## src/design/idq_pkg.sv

```systemverilog
// ----------------------------------------------------------------------------
// idq_pkg: shared types and constants of the indexed double-ended queue
// Holds the sizes of the ring, the action codes, the payload structs and the
// request bundle that the sequencer hands to the ring memory.
// ----------------------------------------------------------------------------
`default_nettype none

package idq_pkg;

   // Ring size and word width.
   localparam int DEPTH  = 16;
   localparam int DATA_W = 32;
   localparam int PTR_W  = $clog2(DEPTH);

   // Field widths of the transfer payloads.
   localparam int ACT_W = 3;
   localparam int POS_W = 5;
   localparam int CNT_W = 5;

   // Action codes carried by a request.
   typedef enum logic [ACT_W-1:0] {
      ACT_PUSH_FRONT = 3'd0,
      ACT_PUSH_BACK  = 3'd1,
      ACT_POP_FRONT  = 3'd2,
      ACT_POP_BACK   = 3'd3,
      ACT_GET        = 3'd4,
      ACT_SET        = 3'd5,
      ACT_CLEAR      = 3'd6
   } action_type;

   // Request payload.
   typedef struct packed {
      action_type              action;
      logic [POS_W-1:0]        position;
      logic [DATA_W-1:0]       write_data;
   } req_type;

   // Response payload.
   typedef struct packed {
      logic [DATA_W-1:0]       read_data;
      logic                    found;
      logic [CNT_W-1:0]        count;
      logic                    is_empty;
      logic                    overflow;
   } rsp_type;

   // One access of the ring memory per cycle.
   typedef struct packed {
      logic                    wr_en;
      logic                    rd_en;
      logic [PTR_W-1:0]        addr;
      logic [DATA_W-1:0]       wdata;
   } mem_req_type;

endpackage

`default_nettype wire

```

## src/design/indexed_double_ended_queue.sv

```systemverilog
// A request passes through the execute and response states, and its response is then
// loaded into the output register once that is free. A get or set beyond the current
// length first passes through the pad state, which pushes zero words at the front
// and then makes the final access. No new request is taken until the sequencer is idle.
// Reset: synchronous; the queue comes out empty with the front pointer at zero.
// Ring contents are not cleared and read as whatever was last written.
// ----------------------------------------------------------------------------
// indexed_double_ended_queue: bounded deque with positional get and set
// A small sequencer drives one shared index adder and one memory port.
// The response sits in an output register, so a new request may be taken
// while the previous response still waits.
// ----------------------------------------------------------------------------
`default_nettype none

module indexed_double_ended_queue (
   input  wire logic             clock,
   input  wire logic             reset,
   input  wire logic             req_valid,
   output logic                  req_stall,
   input  wire idq_pkg::req_type req_payload,
   output logic                  rsp_valid,
   input  wire logic             rsp_stall,
   output idq_pkg::rsp_type      rsp_payload
);

   typedef enum logic [1:0] {
      ST_IDLE,
      ST_EXEC,
      ST_PAD,
      ST_RESP
   } state_type;

   state_type                   state_ff,   state_in;
   idq_pkg::req_type            req_ff,     req_in;
   logic [idq_pkg::PTR_W-1:0]   front_ff,   front_in;
   logic [idq_pkg::CNT_W-1:0]   count_ff,   count_in;
   logic                        rd_sel_ff,  rd_sel_in;
   logic                        ovf_ff,     ovf_in;
   logic                        rsp_valid_ff, rsp_valid_in;
   idq_pkg::rsp_type            rsp_payload_ff, rsp_payload_in;

   logic [idq_pkg::PTR_W-1:0]   offset;
   logic [idq_pkg::PTR_W-1:0]   ring_index;
   logic [idq_pkg::DATA_W-1:0]  mem_rdata;
   idq_pkg::mem_req_type        mem_req;
   logic                        req_xfer;
   logic                        rsp_free;

   assign req_stall   = (state_ff != ST_IDLE);
   assign req_xfer    = req_valid && !req_stall;
   assign rsp_free    = !rsp_valid_ff || !rsp_stall;
   assign rsp_valid   = rsp_valid_ff;
   assign rsp_payload = rsp_payload_ff;

   // Offset fed to the shared index adder for the current step.
   always_comb begin
      offset = '0;
      if (state_ff == ST_PAD) begin
         offset = idq_pkg::PTR_W'(idq_pkg::DEPTH - 1);
      end else if (state_ff == ST_EXEC) begin
         case (req_ff.action) inside
            idq_pkg::ACT_PUSH_FRONT: offset = idq_pkg::PTR_W'(idq_pkg::DEPTH - 1);
            idq_pkg::ACT_PUSH_BACK:  offset = count_ff[idq_pkg::PTR_W-1:0];
            idq_pkg::ACT_POP_FRONT:  offset = idq_pkg::PTR_W'(1);
            idq_pkg::ACT_POP_BACK:   offset = idq_pkg::PTR_W'(count_ff - idq_pkg::CNT_W'(1));
            idq_pkg::ACT_GET, idq_pkg::ACT_SET: begin
               offset = idq_pkg::PTR_W'(count_ff - req_ff.position);
            end
            default: offset = '0;
         endcase
      end
   end

   idq_index_unit u_index (
      .base   (front_ff),
      .offset (offset),
      .index  (ring_index)
   );

   idq_ring_mem u_ring (
      .clock    (clock),
      .mem_req  (mem_req),
      .rdata_ff (mem_rdata)
   );

   // Sequencer: next state, pointer updates and the memory access.
   always_comb begin
      state_in       = state_ff;
      req_in         = req_ff;
      front_in       = front_ff;
      count_in       = count_ff;
      rd_sel_in      = rd_sel_ff;
      ovf_in         = ovf_ff;
      rsp_valid_in   = rsp_valid_ff && rsp_stall;
      rsp_payload_in = rsp_payload_ff;
      mem_req        = '0;
      mem_req.wdata  = req_ff.write_data;

      unique case (state_ff)
         ST_IDLE: begin
            if (req_xfer) begin
               req_in    = req_payload;
               rd_sel_in = 1'b0;
               ovf_in    = 1'b0;
               state_in  = ST_EXEC;
            end
         end

         ST_EXEC: begin
            state_in = ST_RESP;
            case (req_ff.action) inside
               idq_pkg::ACT_PUSH_FRONT: begin
                  if (count_ff == idq_pkg::CNT_W'(idq_pkg::DEPTH)) begin
                     ovf_in = 1'b1;
                  end else begin
                     mem_req.wr_en = 1'b1;
                     mem_req.addr  = ring_index;
                     front_in      = ring_index;
                     count_in      = count_ff + idq_pkg::CNT_W'(1);
                  end
               end
               idq_pkg::ACT_PUSH_BACK: begin
                  if (count_ff == idq_pkg::CNT_W'(idq_pkg::DEPTH)) begin
                     ovf_in = 1'b1;
                  end else begin
                     mem_req.wr_en = 1'b1;
                     mem_req.addr  = ring_index;
                     count_in      = count_ff + idq_pkg::CNT_W'(1);
                  end
               end
               idq_pkg::ACT_POP_FRONT: begin
                  if (count_ff != '0) begin
                     mem_req.rd_en = 1'b1;
                     mem_req.addr  = front_ff;
                     rd_sel_in     = 1'b1;
                     front_in      = ring_index;
                     count_in      = count_ff - idq_pkg::CNT_W'(1);
                  end
               end
               idq_pkg::ACT_POP_BACK: begin
                  if (count_ff != '0) begin
                     mem_req.rd_en = 1'b1;
                     mem_req.addr  = ring_index;
                     rd_sel_in     = 1'b1;
                     count_in      = count_ff - idq_pkg::CNT_W'(1);
                  end
               end
               idq_pkg::ACT_GET, idq_pkg::ACT_SET: begin
                  if (req_ff.position > idq_pkg::POS_W'(idq_pkg::DEPTH)) begin
                     ovf_in = 1'b1;
                  end else if (req_ff.position == '0) begin
                     // Front element, when there is one.
                     if (count_ff != '0) begin
                        mem_req.addr = front_ff;
                        if (req_ff.action == idq_pkg::ACT_GET) begin
                           mem_req.rd_en = 1'b1;
                           rd_sel_in     = 1'b1;
                        end else begin
                           mem_req.wr_en = 1'b1;
                        end
                     end
                  end else if (req_ff.position <= count_ff) begin
                     mem_req.addr = ring_index;
                     if (req_ff.action == idq_pkg::ACT_GET) begin
                        mem_req.rd_en = 1'b1;
                        rd_sel_in     = 1'b1;
                     end else begin
                        mem_req.wr_en = 1'b1;
                     end
                  end else begin
                     state_in = ST_PAD;
                  end
               end
               idq_pkg::ACT_CLEAR: begin
                  count_in = '0;
                  front_in = '0;
               end
               default: begin
               end
            endcase
         end

         // Push zero words at the front until the length reaches the position,
         // then access the new front element.
         ST_PAD: begin
            if (count_ff < req_ff.position) begin
               mem_req.wr_en = 1'b1;
               mem_req.addr  = ring_index;
               mem_req.wdata = '0;
               front_in      = ring_index;
               count_in      = count_ff + idq_pkg::CNT_W'(1);
            end else begin
               mem_req.addr = front_ff;
               if (req_ff.action == idq_pkg::ACT_GET) begin
                  mem_req.rd_en = 1'b1;
                  rd_sel_in     = 1'b1;
               end else begin
                  mem_req.wr_en = 1'b1;
               end
               state_in = ST_RESP;
            end
         end

         // Load the output register once it is free.
         ST_RESP: begin
            if (rsp_free) begin
               rsp_valid_in             = 1'b1;
               rsp_payload_in.read_data = rd_sel_ff ? mem_rdata : '0;
               rsp_payload_in.found     = rd_sel_ff;
               rsp_payload_in.count     = count_ff;
               rsp_payload_in.is_empty  = (count_ff == '0);
               rsp_payload_in.overflow  = ovf_ff;
               state_in                 = ST_IDLE;
            end
         end

         default: state_in = ST_IDLE;
      endcase
   end

   // State and registered outputs.
   always_ff @(posedge clock) begin
      if (reset) begin
         state_ff     <= ST_IDLE;
         front_ff     <= '0;
         count_ff     <= '0;
         rsp_valid_ff <= 1'b0;
      end else begin
         state_ff     <= state_in;
         front_ff     <= front_in;
         count_ff     <= count_in;
         rsp_valid_ff <= rsp_valid_in;
      end
      req_ff         <= req_in;
      rd_sel_ff      <= rd_sel_in;
      ovf_ff         <= ovf_in;
      rsp_payload_ff <= rsp_payload_in;
   end

   // The element count never passes the ring size.
   a_count_bound: assert property (@(posedge clock) disable iff (reset)
      count_ff <= idq_pkg::CNT_W'(idq_pkg::DEPTH))
      else $error("element count exceeds ring size");

   // The memory port is used for one access per cycle.
   a_one_access: assert property (@(posedge clock) disable iff (reset)
      !(mem_req.wr_en && mem_req.rd_en))
      else $error("read and write in the same cycle");

   // A response never reports both a found element and an overflow.
   a_found_ovf: assert property (@(posedge clock) disable iff (reset)
      rsp_valid_ff |-> !(rsp_payload_ff.found && rsp_payload_ff.overflow))
      else $error("found and overflow both set");

   // Each padding step adds exactly one element.
   a_pad_step: assert property (@(posedge clock) disable iff (reset)
      (state_ff == ST_PAD && count_ff < req_ff.position)
         |=> count_ff == $past(count_ff) + idq_pkg::CNT_W'(1))
      else $error("padding step did not grow the queue by one");

   // A request transfer starts execution in the next cycle.
   a_xfer_exec: assert property (@(posedge clock) disable iff (reset)
      req_xfer |=> state_ff == ST_EXEC)
      else $error("accepted request did not start execution");

endmodule

`default_nettype wire

```

## src/design/idq_index_unit.sv

```systemverilog
// ----------------------------------------------------------------------------
// idq_index_unit: shared ring index adder
// Adds an offset to the front pointer and wraps the sum into the ring.
// Both operands are below DEPTH, so one compare and subtract is enough.
// ----------------------------------------------------------------------------
`default_nettype none

module idq_index_unit (
   input  wire logic [idq_pkg::PTR_W-1:0] base,
   input  wire logic [idq_pkg::PTR_W-1:0] offset,
   output logic      [idq_pkg::PTR_W-1:0] index
);

   logic [idq_pkg::PTR_W:0] sum;
   logic [idq_pkg::PTR_W:0] wrapped;

   // Add, then fold back once when the sum passes the end of the ring.
   always_comb begin
      sum     = {1'b0, base} + {1'b0, offset};
      wrapped = sum - (idq_pkg::PTR_W + 1)'(idq_pkg::DEPTH);
      if (sum >= (idq_pkg::PTR_W + 1)'(idq_pkg::DEPTH)) begin
         index = wrapped[idq_pkg::PTR_W-1:0];
      end else begin
         index = sum[idq_pkg::PTR_W-1:0];
      end
   end

endmodule

`default_nettype wire

```

## src/design/idq_ring_mem.sv

```systemverilog
// ----------------------------------------------------------------------------
// idq_ring_mem: ring storage of the queue
// Single-port memory of DEPTH words, one write or one read per cycle.
// Read data is registered and holds until the next read.
// ----------------------------------------------------------------------------
`default_nettype none

module idq_ring_mem (
   input  wire logic                       clock,
   input  wire idq_pkg::mem_req_type       mem_req,
   output logic      [idq_pkg::DATA_W-1:0] rdata_ff
);

   logic [idq_pkg::DATA_W-1:0] store_ff [idq_pkg::DEPTH];

   // Write port.
   always_ff @(posedge clock) begin
      if (mem_req.wr_en) begin
         store_ff[mem_req.addr] <= mem_req.wdata;
      end
   end

   // Registered read port.
   always_ff @(posedge clock) begin
      if (mem_req.rd_en) begin
         rdata_ff <= store_ff[mem_req.addr];
      end
   end

endmodule

`default_nettype wire
```

## config.mk

```make
export PLATFORM = sky130hd
export DESIGN_NAME = indexed_double_ended_queue
export DESIGN_NICKNAME = d
export VERILOG_FILES = /design/src/design/idq_pkg.sv /design/src/design/indexed_double_ended_queue.sv /design/src/design/idq_index_unit.sv /design/src/design/idq_ring_mem.sv
export SDC_FILE = /design/constraint.sdc
export NUM_CORES = 1
export LEC_CHECK = 0
export ABC_AREA = 1
export BUFFER_PORTS_ARGS = -buffer_cell sky130_fd_sc_hd__buf_2
export CAP_MARGIN = 20
export CORE_UTILIZATION = 30
export DETAILED_ROUTE_END_ITERATION = 6
export PLACE_DENSITY = 0.42
export REMOVE_ABC_BUFFERS = 1
export SLEW_MARGIN = 20
export SYNTH_ARGS = -nofsm -noshare
export SYNTH_HDL_FRONTEND = slang
export SYNTH_SLANG_ARGS = --single-unit
```

## constraint.sdc

```tcl
create_clock -name clock -period 6.6 [get_ports clock]
set_clock_uncertainty 0.1 [all_clocks]
set_input_delay 0.33 -clock clock [delete_from_list [all_inputs] [get_ports clock]]
set_output_delay 0.33 -clock clock [all_outputs]
set_load 0.005 [all_outputs]
```

==> out/results.txt, run 1 <==
The run finished with clean final reports. The number of endpoints with negative hold slack in the final report was 0. After detailed routing, the number of vias per cell comes to 4.741. In the final routed layout, each cell accounts on average for 21.29 µm.

Counting flops and latches in the post-synthesis netlist gives 638. The library cell contributing the largest single delay on the critical path was sky130_fd_sc_hd__buf_4. The proportion of power drawn by combinational gates was 31.5%.

The internal portion of the total power is 8.432 mW. The worst-margin pin slew was 1.082 ns; the total grt overflow was 0. Of the total power, the share spent switching nets is 37.75%. The register share of total power came out at 38.5%. The synthesized netlist occupies a cell area of 0.02713 mm².

Setup repair after global routing left no endpoint under its margin. Once routing completed, OpenROAD measured the worst setup slack at 1.127 ns. Final cell utilization of the core: 35.68%.

The nature of the critical path startpoint was a register. The tools report the die footprint as 0.09165 mm². The chip height came out at 302.7 µm. Post-CTS timing repair inserted 0 buffers for setup. For this design the ratio of total power to cell area is 426.9 mW/mm². Traced cell by cell, the critical path runs through nor2_1 > nand2_1 > o21ai_0 > o221ai_1 > ha_1 > o211ai_1 > nor2_1 > o21ai_2 > nand2_8 > buf_4 > buf_4 > nand3_1 > nand2_1 > nand2_1 > nand2_1 > nand2_1 > nand2_1 > nand3_1 > nand2_1. Entering global routing, the biggest net connects 155 pins. Relative to the synthesized area, the layout overhead comes to 16.92%.

The number of antenna violations at the first check in global routing was 0; the maximum clock path buffer count was 3. Detailed routing inserted a total of 18240 vias. The most common cell after layout, fill and taps aside is sky130_fd_sc_hd__nand2_1.

Via count of the first global-routing pass: 18580. Proportion of layout cells with a drive suffix above 1: 10.51%. The leakage power summed over all cells is 12.61 nW, and the number of top-level pins is 86. Per report_power, the clock group accounts for 29.9% of the total.

The tools report the wire length of the first global-routing pass as 122.3 mm. Routability-driven placement finished with a final weighted congestion of 0.7861. At the worst endpoint, the required time is 6.91 ns.

The mean post-synth cell area was 10.81 µm². Before antenna repair, the detailed router went through 5 iterations. For this configuration, the core starts out at a cell density of 30.52%.

The critical path is of the register to register type. The largest driver fanout on the critical path is 80. The initial detailed-routing violation count was 1111; the data arrival time of the critical path was 5.79 ns. Setup violations remaining at the end of the flow were counted as 0. The post-place setup slack is 1.145 ns, and the normalized max-slew margin is 27.88%. CTS saw 638 sinks. The clock-pin slew on the worst setup and hold paths came out at 0.06 ns.

In this run the tool buffered the top-level ports with 85 buffer cells. For this run, design rule violations remaining after detail routing come to 0. The number of antenna diodes in the final layout is 0.

The tools report the site row count as 109. The number of clock buffers added by TritonCTS is 75. Remaining antenna violation count after routing: 0. In this run the register-to-register setup slack is 1.13 ns.

The combined global-route utilization of all metal layers came out at 18.08%. The logs give 0 for the number of warnings reported in the yosys synthesis log and 45.61 mm for the post-detailed-placement half-perimeter wirelength. The tools report the number of nets in the layout as 2688. CTS placed an instance of sky130_fd_sc_hd__clkbuf_16 at the clock tree root.

Kind of end point of the critical path: a register. The tools report the count of different cell masters after synthesis as 40. The longest individual stage delay on the worst path is 0.87 ns, and the number of levels the H-tree was split into is 3.

The run gives 0.61 ns as the insertion delay to the later sink of the worst-skew pair. In this design, the critical path's most frequently occurring cell is sky130_fd_sc_hd__nand2_1. Final number of max-transition violations: 0.

For this run, the top clock speed supported by timing is 0.1827 GHz. For this run, the register share of the synthesized area comes to 70.16%. In the layout the commonest cells are sky130_fd_sc_hd__nand2_1 (1139), sky130_fd_sc_hd__edfxtp_1 (626), sky130_fd_sc_hd__nand3_1 (306), sky130_fd_sc_hd__inv_1 (113), sky130_fd_sc_hd__buf_2 (85).

From left edge to right edge, the die measures 302.7 µm. The final worst-path cycle share was 82.93%. TritonCTS built the clock tree. The region available for standard cell placement spans 0.08892 mm².

The cell count after synthesis came out at 2511. The total net switching power was 5.112 mW; the time the final worst path needs with I/O delays and setup was 5.473 ns. VDD sags by at most 300.4 µV. The final wirelength was 81.92 mm. Across the run, the number of max-cap violations was 0.

The tightest min-delay check is of the primary input to register type.
==> stage by stage <==
stage / area, µm² / TNS [ns] / total power, mW / hold WS (ns) / instances
after floorplan: 26440 / -2153.35 / 7.769 / 0.2991 / 2376
after global placement: 28920 / 0 / 9.672 / 0.3704 / 3673
after detailed placement: 28930 / 0 / 9.649 / 0.3712 / 3673
after CTS: 31730 / 0 / 13.78 / 0.1529 / 3847
after global routing: 31730 / 0 / 14.36 / 0.2557 / 3847
final: 31730 / 0 / 13.54 / 0.1774 / 3847
==> cells by family (layout without fill, tap and decap cells) <==
logic type | after synthesis | count (layout) | share of synthesized area [%]
AO/OA/AOI/OAI | 83 | 83 | 1.775
XOR/XNOR | 9 | 9 | 0.2905
flip-flops | 638 | 638 | 70.16
adder cells (fa/ha/maj) | 17 | 17 | 0.8392
AND/OR/NAND/NOR | 1507 | 1507 | 22.68
buffers and inverters | 257 | 428 | 4.251
==> timing repair <==
item	4_1_cts	5_1_grt
endpoints found under the hold margin	44	0
hold buffers	42	0
resized for setup	0	0
endpoints found under the setup margin	0	0
==> sequential cells by signal (all words and copies together), names as in the netlist <==
name / cells
req_ff: 40
count_ff: 5
ovf_ff: 1
rsp_payload: 40
rsp_valid: 1
u_ring.rdata_ff: 32
state_ff: 2
rd_sel_ff: 1
u_ring.store_ff: 512
front_ff: 4
==> critical path: cells and delay by family, from the launching register on <==
family	cells	cell delay, ns
and+or+nand+nor	12	1.89
buffers and inverters	2	1.74
AOI/OAI and AO/OA	4	0.53
DFF	1	0.51
adders and majority gates	1	0.42
==> cell usage after synthesis <==
master	number	area, µm²
sky130_fd_sc_hd__nand2_1	1141	4283
sky130_fd_sc_hd__edfxtp_1	626	18800
sky130_fd_sc_hd__nand3_1	306	1531
sky130_fd_sc_hd__inv_1	114	427.9
sky130_fd_sc_hd__buf_2	64	320.3
sky130_fd_sc_hd__clkbuf_1	42	157.7
sky130_fd_sc_hd__nor2_1	32	120.1
sky130_fd_sc_hd__o21ai_0	26	130.1
sky130_fd_sc_hd__a21oi_1	25	125.1
sky130_fd_sc_hd__buf_4	21	157.7
sky130_fd_sc_hd__ha_1	15	187.7
sky130_fd_sc_hd__dfxtp_1	12	240.2
sky130_fd_sc_hd__o211ai_1	10	75.07
sky130_fd_sc_hd__inv_2	7	26.28
sky130_fd_sc_hd__nor3_1	6	30.03
sky130_fd_sc_hd__xor2_1	6	52.55
sky130_fd_sc_hd__nor2_2	5	31.28
sky130_fd_sc_hd__o21ai_1	5	25.02
sky130_fd_sc_hd__o22ai_1	5	31.28
sky130_fd_sc_hd__a31oi_1	4	25.02
sky130_fd_sc_hd__buf_1	4	15.01
sky130_fd_sc_hd__buf_6	4	45.04
sky130_fd_sc_hd__a21oi_2	3	26.28
sky130_fd_sc_hd__nand2_2	3	18.77
sky130_fd_sc_hd__nand4_1	3	18.77
sky130_fd_sc_hd__nor2_4	3	33.78
sky130_fd_sc_hd__xnor2_1	3	26.28
sky130_fd_sc_hd__fa_1	2	40.04
sky130_fd_sc_hd__nand2_4	2	22.52
sky130_fd_sc_hd__nand3_4	2	35.03
sky130_fd_sc_hd__a2111oi_0	1	8.760
sky130_fd_sc_hd__a32oi_1	1	8.760
sky130_fd_sc_hd__a41oi_1	1	8.760
sky130_fd_sc_hd__and2_1	1	6.260
sky130_fd_sc_hd__clkinv_1	1	3.750
sky130_fd_sc_hd__nand3_2	1	10.01
sky130_fd_sc_hd__nor3b_1	1	7.510
sky130_fd_sc_hd__o21ai_2	1	8.760
sky130_fd_sc_hd__o221ai_1	1	8.760
sky130_fd_sc_hd__or2_2	1	6.260
==> layer usage <==
| layer | track usage (%) | routed length (µm) |
|---|---|---|
| met1 | 24.45 | 38100 |
| met2 | 30.40 | 38920 |
| met3 | 2.807 | 3324 |
| met4 | 4.283 | 1569 |
| met5 | 0 | 0 |
==> layout make-up <==
type,count,area [µm²]
clock buffers,95,2037
repair buffers,174,1249
well taps,1165,1458
multi-input cells,1616,7144
fillers,8849,57190
inverters,122,457.9
clock inverters,37,341.6
flip-flops and latches,638,19040
==> power groups by stage <==
stage	combinational, mW	clock, mW	sequential (mW)
after floorplan	2.48	0	5.29
after global placement	4.37	0	5.31
after detailed placement	4.34	0	5.31
after CTS	4.38	4.18	5.23
after global routing	4.79	4.33	5.24
final	4.27	4.05	5.22
==> final timing paths <==
kind               from             endpoint  depth (start not counted)
max          req_ff[39]  u_ring.rdata_ff[14]                         19
min           req_valid               ovf_ff                          4
max reg2reg  req_ff[39]  u_ring.rdata_ff[14]                         19
min reg2reg      ovf_ff       rsp_payload[0]                          0
No activity file was read; power rests on OpenSTA's default activity.
==> run 2: changes to the inputs <==
- ABC_AREA: 1 -> 0
- PLACE_DENSITY: 0.42 -> 0.44
- clock period: 6.6 -> 4.8 ns (I/O delays scaled with it)
==> run 2 against run 1 <==
Compared with the run above:
- the run now ends with design-rule violations left
- maximum frequency up 16%
- area after synthesis down 7.6%
- final cell count down 25%
- clock power up 33%
- combinational power up 10%
- critical endpoint is now u_ring.rdata_ff[17]
==> out/results.txt, run 2 <==
The power density over the cells was 549.8 mW/mm² (was 426.9 mW/mm²); the data arrival time of the critical path was 4.97 ns (was 5.79 ns). For the worst supply voltage drop on vdd, the log shows 233.2 µV (was 300.4 µV). Top post-synthesis cells by area: sky130_fd_sc_hd__edfxtp_1 (75%), sky130_fd_sc_hd__mux2_2 (5.7%), sky130_fd_sc_hd__a222oi_1 (3.6%) (was sky130_fd_sc_hd__edfxtp_1 (69%), sky130_fd_sc_hd__nand2_1 (16%), sky130_fd_sc_hd__nand3_1 (5.6%)). The run gives 39 (was 155) as the pin count of the biggest net entering global routing. The total of flip-flops plus latches after synthesis works out to 638 (unchanged). The number of top-level pins is 86 (unchanged), and the starting density of the core is 30.43% (was 30.52%). The flip-flop count of the largest register, all copies and words added was 512 (unchanged); the final wirelength was 70.53 mm (was 81.92 mm). The most common cell after layout, fill and taps aside is sky130_fd_sc_hd__edfxtp_1 (was sky130_fd_sc_hd__nand2_1). The clock sink count came out at 638 (unchanged). The flow ran to the end, but the final reports show violations.

The final worst-path cycle share was 98.12% (was 82.93%). The run gives 41.25 mm (was 45.61 mm) as the post-detailed-placement half-perimeter wirelength. The via total after detailed routing was 14640 (was 18240).

Async set-reset flop share out of synthesis: 0% (unchanged). The nature of the critical path startpoint is a register (unchanged). The register containing the most flip-flops in the final layout was u_ring.store_ff (unchanged).

The mux contribution to synthesized area was 6.140% (was 0%). Setup repair after global routing could not meet its margin everywhere. The post-synthesis compound-gate area fraction is 9.085% (was 1.775%), and the per-cell routed wire length is 24.52 µm (was 21.29 µm).

The number of inserted diodes is 0 (unchanged). The area share of xor/xnor cells in the synthesized design came out at 0.2446% (was 0.2905%). The number of enable-type register cells in the synthesized netlist works out to 626 (unchanged). The launch instance of the worst min-delay path was req_valid (unchanged). Total grt overflow: 0 (unchanged). The register-to-register path setup slack was 0.09 ns (was 1.13 ns). The count of cells along the worst register-to-register path works out to 20 (was 19). The cell type with the largest total area after synthesis was sky130_fd_sc_hd__edfxtp_1 (unchanged). The minimum hold slack was 0.06820 ns (was 0.1774 ns).

The first element of the critical path is req_ff[32] (was req_ff[39]). The area fraction of the dominant cell type after synthesis works out to 75.00% (was 69.28%). The number of endpoints with negative hold slack in the final report came out at 0 (unchanged).

The tools report the leakage power summed over all cells as 10.42 nW (was 12.61 nW). The run gives 7594 (was 8849) as the number of inserted filler cells in the final layout. The synthesized area is 0.02506 mm² (was 0.02713 mm²), and the count of different cell masters after synthesis is 67 (was 40). The overall power is 17.23 mW (was 13.54 mW), and the insertion delay to the later sink of the worst-skew pair is 0.62 ns (was 0.61 ns). The width of the die came out at 291.0 µm (was 302.7 µm). The tools report the initial detailed-routing violation count as 1326 (was 1111). Placeable core region: 0.08237 mm² (was 0.08892 mm²). For the site row count, the log shows 105 (was 109). The count of unresolved DRC violations after routing was 6 (was 0); the worst-margin pin slew was 1.104 ns (was 1.082 ns).

The multi-input logic area was 0.005869 mm² (was 0.007144 mm²). The checks that failed: design-rule violations. The logs give 0.08471 mm² (was 0.09165 mm²) for the die footprint and 0.8353 (was 0.7861) for the routability congestion estimate from global placement. The via count of the first global-routing pass is 14870 (was 18580). The share of synthesized cell area in full adder, half adder and majority cells is 0.9085% (was 0.8392%), and the number of buffers inserted by port buffering is 85 (unchanged). The proportion of layout cells with a drive suffix above 1 was 28.33% (was 10.51%); the maximum clock path buffer count was 3 (unchanged).

The chip height came out at 291.0 µm (was 302.7 µm). The most instantiated flip-flop cell in the synthesis netlist is sky130_fd_sc_hd__edfxtp_1 (unchanged). The number of antenna violations at the first check in global routing is 2 (was 0).

The count of mapped cells out of synthesis was 1491 (was 2511). The type of the tightest min-delay check is primary input to register (unchanged). Final-report setup violation count: 0 (unchanged). Commonest cells after routing, fill and taps aside: sky130_fd_sc_hd__edfxtp_1 (626), sky130_fd_sc_hd__mux2_2 (126), sky130_fd_sc_hd__a222oi_1 (89), sky130_fd_sc_hd__buf_2 (85), sky130_fd_sc_hd__clkbuf_16 (80) (was sky130_fd_sc_hd__nand2_1 (1139), sky130_fd_sc_hd__edfxtp_1 (626), sky130_fd_sc_hd__nand3_1 (306), sky130_fd_sc_hd__inv_1 (113), sky130_fd_sc_hd__buf_2 (85)). The mean post-synth cell area is 16.81 µm² (was 10.81 µm²), and the clock-pin slew on the worst setup and hold paths is 0.06 ns (about the same). The area growth from synthesis to final layout is 25.05% (was 16.92%), and the wire length of the first global-routing pass is 100.8 mm (was 122.3 mm). The register area share after synthesis was 75.96% (was 70.16%). Number of buffers created by CTS: 73 (was 75). The routed via count divided by cell count came out at 5.088 (was 4.741). The time the final worst path needs with I/O delays and setup was 4.710 ns (was 5.473 ns). TritonCTS built the clock tree.

The run gives 16.08% (was 18.08%) as the combined global-route utilization of all metal layers. The number of nets in the layout is 1812 (was 2688). The final number of max-transition violations came out at 0 (unchanged). The run gives 0.2123 GHz (was 0.1827 GHz) as the timing-limited maximum frequency. Classification of the worst setup path: register to register (unchanged). The run gives 7 (was 5) as the first-pass iteration count of the detailed router. The number of warnings reported in the yosys synthesis log was 0 (unchanged).

The kind of end point of the critical path is a register (unchanged). Dominant combinational cell family by area after synthesis: compound AO/OA/AOI/OAI gates (was simple AND/OR/NAND/NOR gates). The worst hold path stage count came out at 4 (unchanged). The startpoint of the lowest-slack register-to-register path was req_ff[32] (was req_ff[39]).

Top cell types by occurrence after synthesis: sky130_fd_sc_hd__edfxtp_1 (626), sky130_fd_sc_hd__mux2_2 (126), sky130_fd_sc_hd__a222oi_1 (89) (was sky130_fd_sc_hd__nand2_1 (1141), sky130_fd_sc_hd__edfxtp_1 (626), sky130_fd_sc_hd__nand3_1 (306)). The tools report the capture point of the worst reg-to-reg path as u_ring.rdata_ff[17] (was u_ring.rdata_ff[14]). The area fraction in and, or, nand and nor cells after synthesis was 5.801% (was 22.68%). The run gives 0 (unchanged) as the remaining antenna violation count after routing. The buffer type at the clock tree root was sky130_fd_sc_hd__clkbuf_16 (unchanged). The largest driver fanout on the critical path was 7 (was 80). The hold path endpoint was ovf_ff (unchanged). The flip-flop and latch area was 0.01904 mm² (unchanged); the total of max-cap violations was 0 (unchanged).

The normalized max-slew margin came out at 24.53% (was 27.88%). The leading cell type by number of instances after synthesis was sky130_fd_sc_hd__edfxtp_1 (was sky130_fd_sc_hd__nand2_1). For the number of levels the H-tree was split into, the log shows 3 (unchanged). The tools report the required time reported for the critical path endpoint as 5.06 ns (was 6.91 ns).
## run 2: kinds of logic (layout without fill, tap and decap cells)
kind of cell / Yosys count / in the layout
AOI/OAI and AO/OA: 298 / 300
xor gates and xnor gates: 7 / 7
adders and majority gates: 17 / 17
buffers and inverters: 112 / 426
DFF: 638 / 638
muxes: 136 / 136
and+or+nand+nor: 283 / 283
## run 2: how the worst max path moves through the flow
stage	end	slack [ns]	depth (start not counted)
after global placement	u_ring.rdata_ff[17]	-0.07	21
after detailed placement	u_ring.rdata_ff[17]	-0.08	21
after global routing	u_ring.rdata_ff[29]	-0.11	22
after CTS	u_ring.rdata_ff[24]	-0.02	20
final	u_ring.rdata_ff[17]	0.09	20
after floorplan	u_ring.store_ff[1][0]	-6.50	17
## run 2: per-layer routing
metal | vias to the layer above | track usage [%] | wire length [µm]
li1 | 6560 | - | -
met1 | 7554 | 22.33 | 32480
met2 | 426 | 25.94 | 33160
met3 | 97 | 2.749 | 3404
met4 | 0 | 4.259 | 1488
met5 | - | 0 | 0
## run 2: report_power, final
group	switching, mW	leakage [nW]	internal (mW)
sequential	0.104	5.77	7.02
clock	2.25	1.11	3.15
combinational	2.87	3.54	1.84
## run 2: layout make-up
type	instances	area share, %
clock buffer	95	6.227
clock inverter	36	1.102
inverter	24	0.2874
multi-input combinational	743	18.73
sequential	638	60.74
tap	1070	4.271
timing repair buffer	271	8.646
## run 2: what timing repair did
action                                  CTS  global route
gates cloned                              0             8
hold buffers                             43             0
endpoints found under the hold margin    52             0
pin swaps                                 3            60
setup buffers                             1            13
endpoints found under the setup margin  110           427
resized for setup                         3            42
## run 2: worst max-delay path: stages (launching register included)
cell and delay [ns]:
sky130_fd_sc_hd__edfxtp_1 0.38, sky130_fd_sc_hd__ha_2 0.21, sky130_fd_sc_hd__inv_2 0.04, sky130_fd_sc_hd__fa_1 0.48, sky130_fd_sc_hd__a21oi_2 0.06, sky130_fd_sc_hd__o32ai_2 0.13, sky130_fd_sc_hd__nand2_1 0.10, sky130_fd_sc_hd__nand2_2 0.10
sky130_fd_sc_hd__inv_2 0.04, sky130_fd_sc_hd__fa_1 0.47, sky130_fd_sc_hd__buf_6 0.14, sky130_fd_sc_hd__mux2_2 0.27, sky130_fd_sc_hd__a221oi_2 0.23, sky130_fd_sc_hd__buf_4 0.15, sky130_fd_sc_hd__a21oi_4 0.09, sky130_fd_sc_hd__buf_6 0.15
sky130_fd_sc_hd__a21o_4 0.24, sky130_fd_sc_hd__clkbuf_16 0.18, sky130_fd_sc_hd__a222oi_1 0.43, sky130_fd_sc_hd__o22ai_1 0.17, sky130_fd_sc_hd__or3_1 0.31
## run 2: per-stage QoR
stage	TNS [ns]	worst slack (ns)	area [µm²]	std cells	util, %
after floorplan	-2290.92	-6.496	24690	1403	-
after global placement	-0.1601	-0.06623	28150	2681	34.17
after CTS	-0.03537	-0.02233	30900	2856	37.51
final	0	0.09002	31340	2877	38.05
after global routing	-1.477	-0.1121	31340	2877	38.05
after detailed placement	-0.2139	-0.07698	28150	2681	34.17
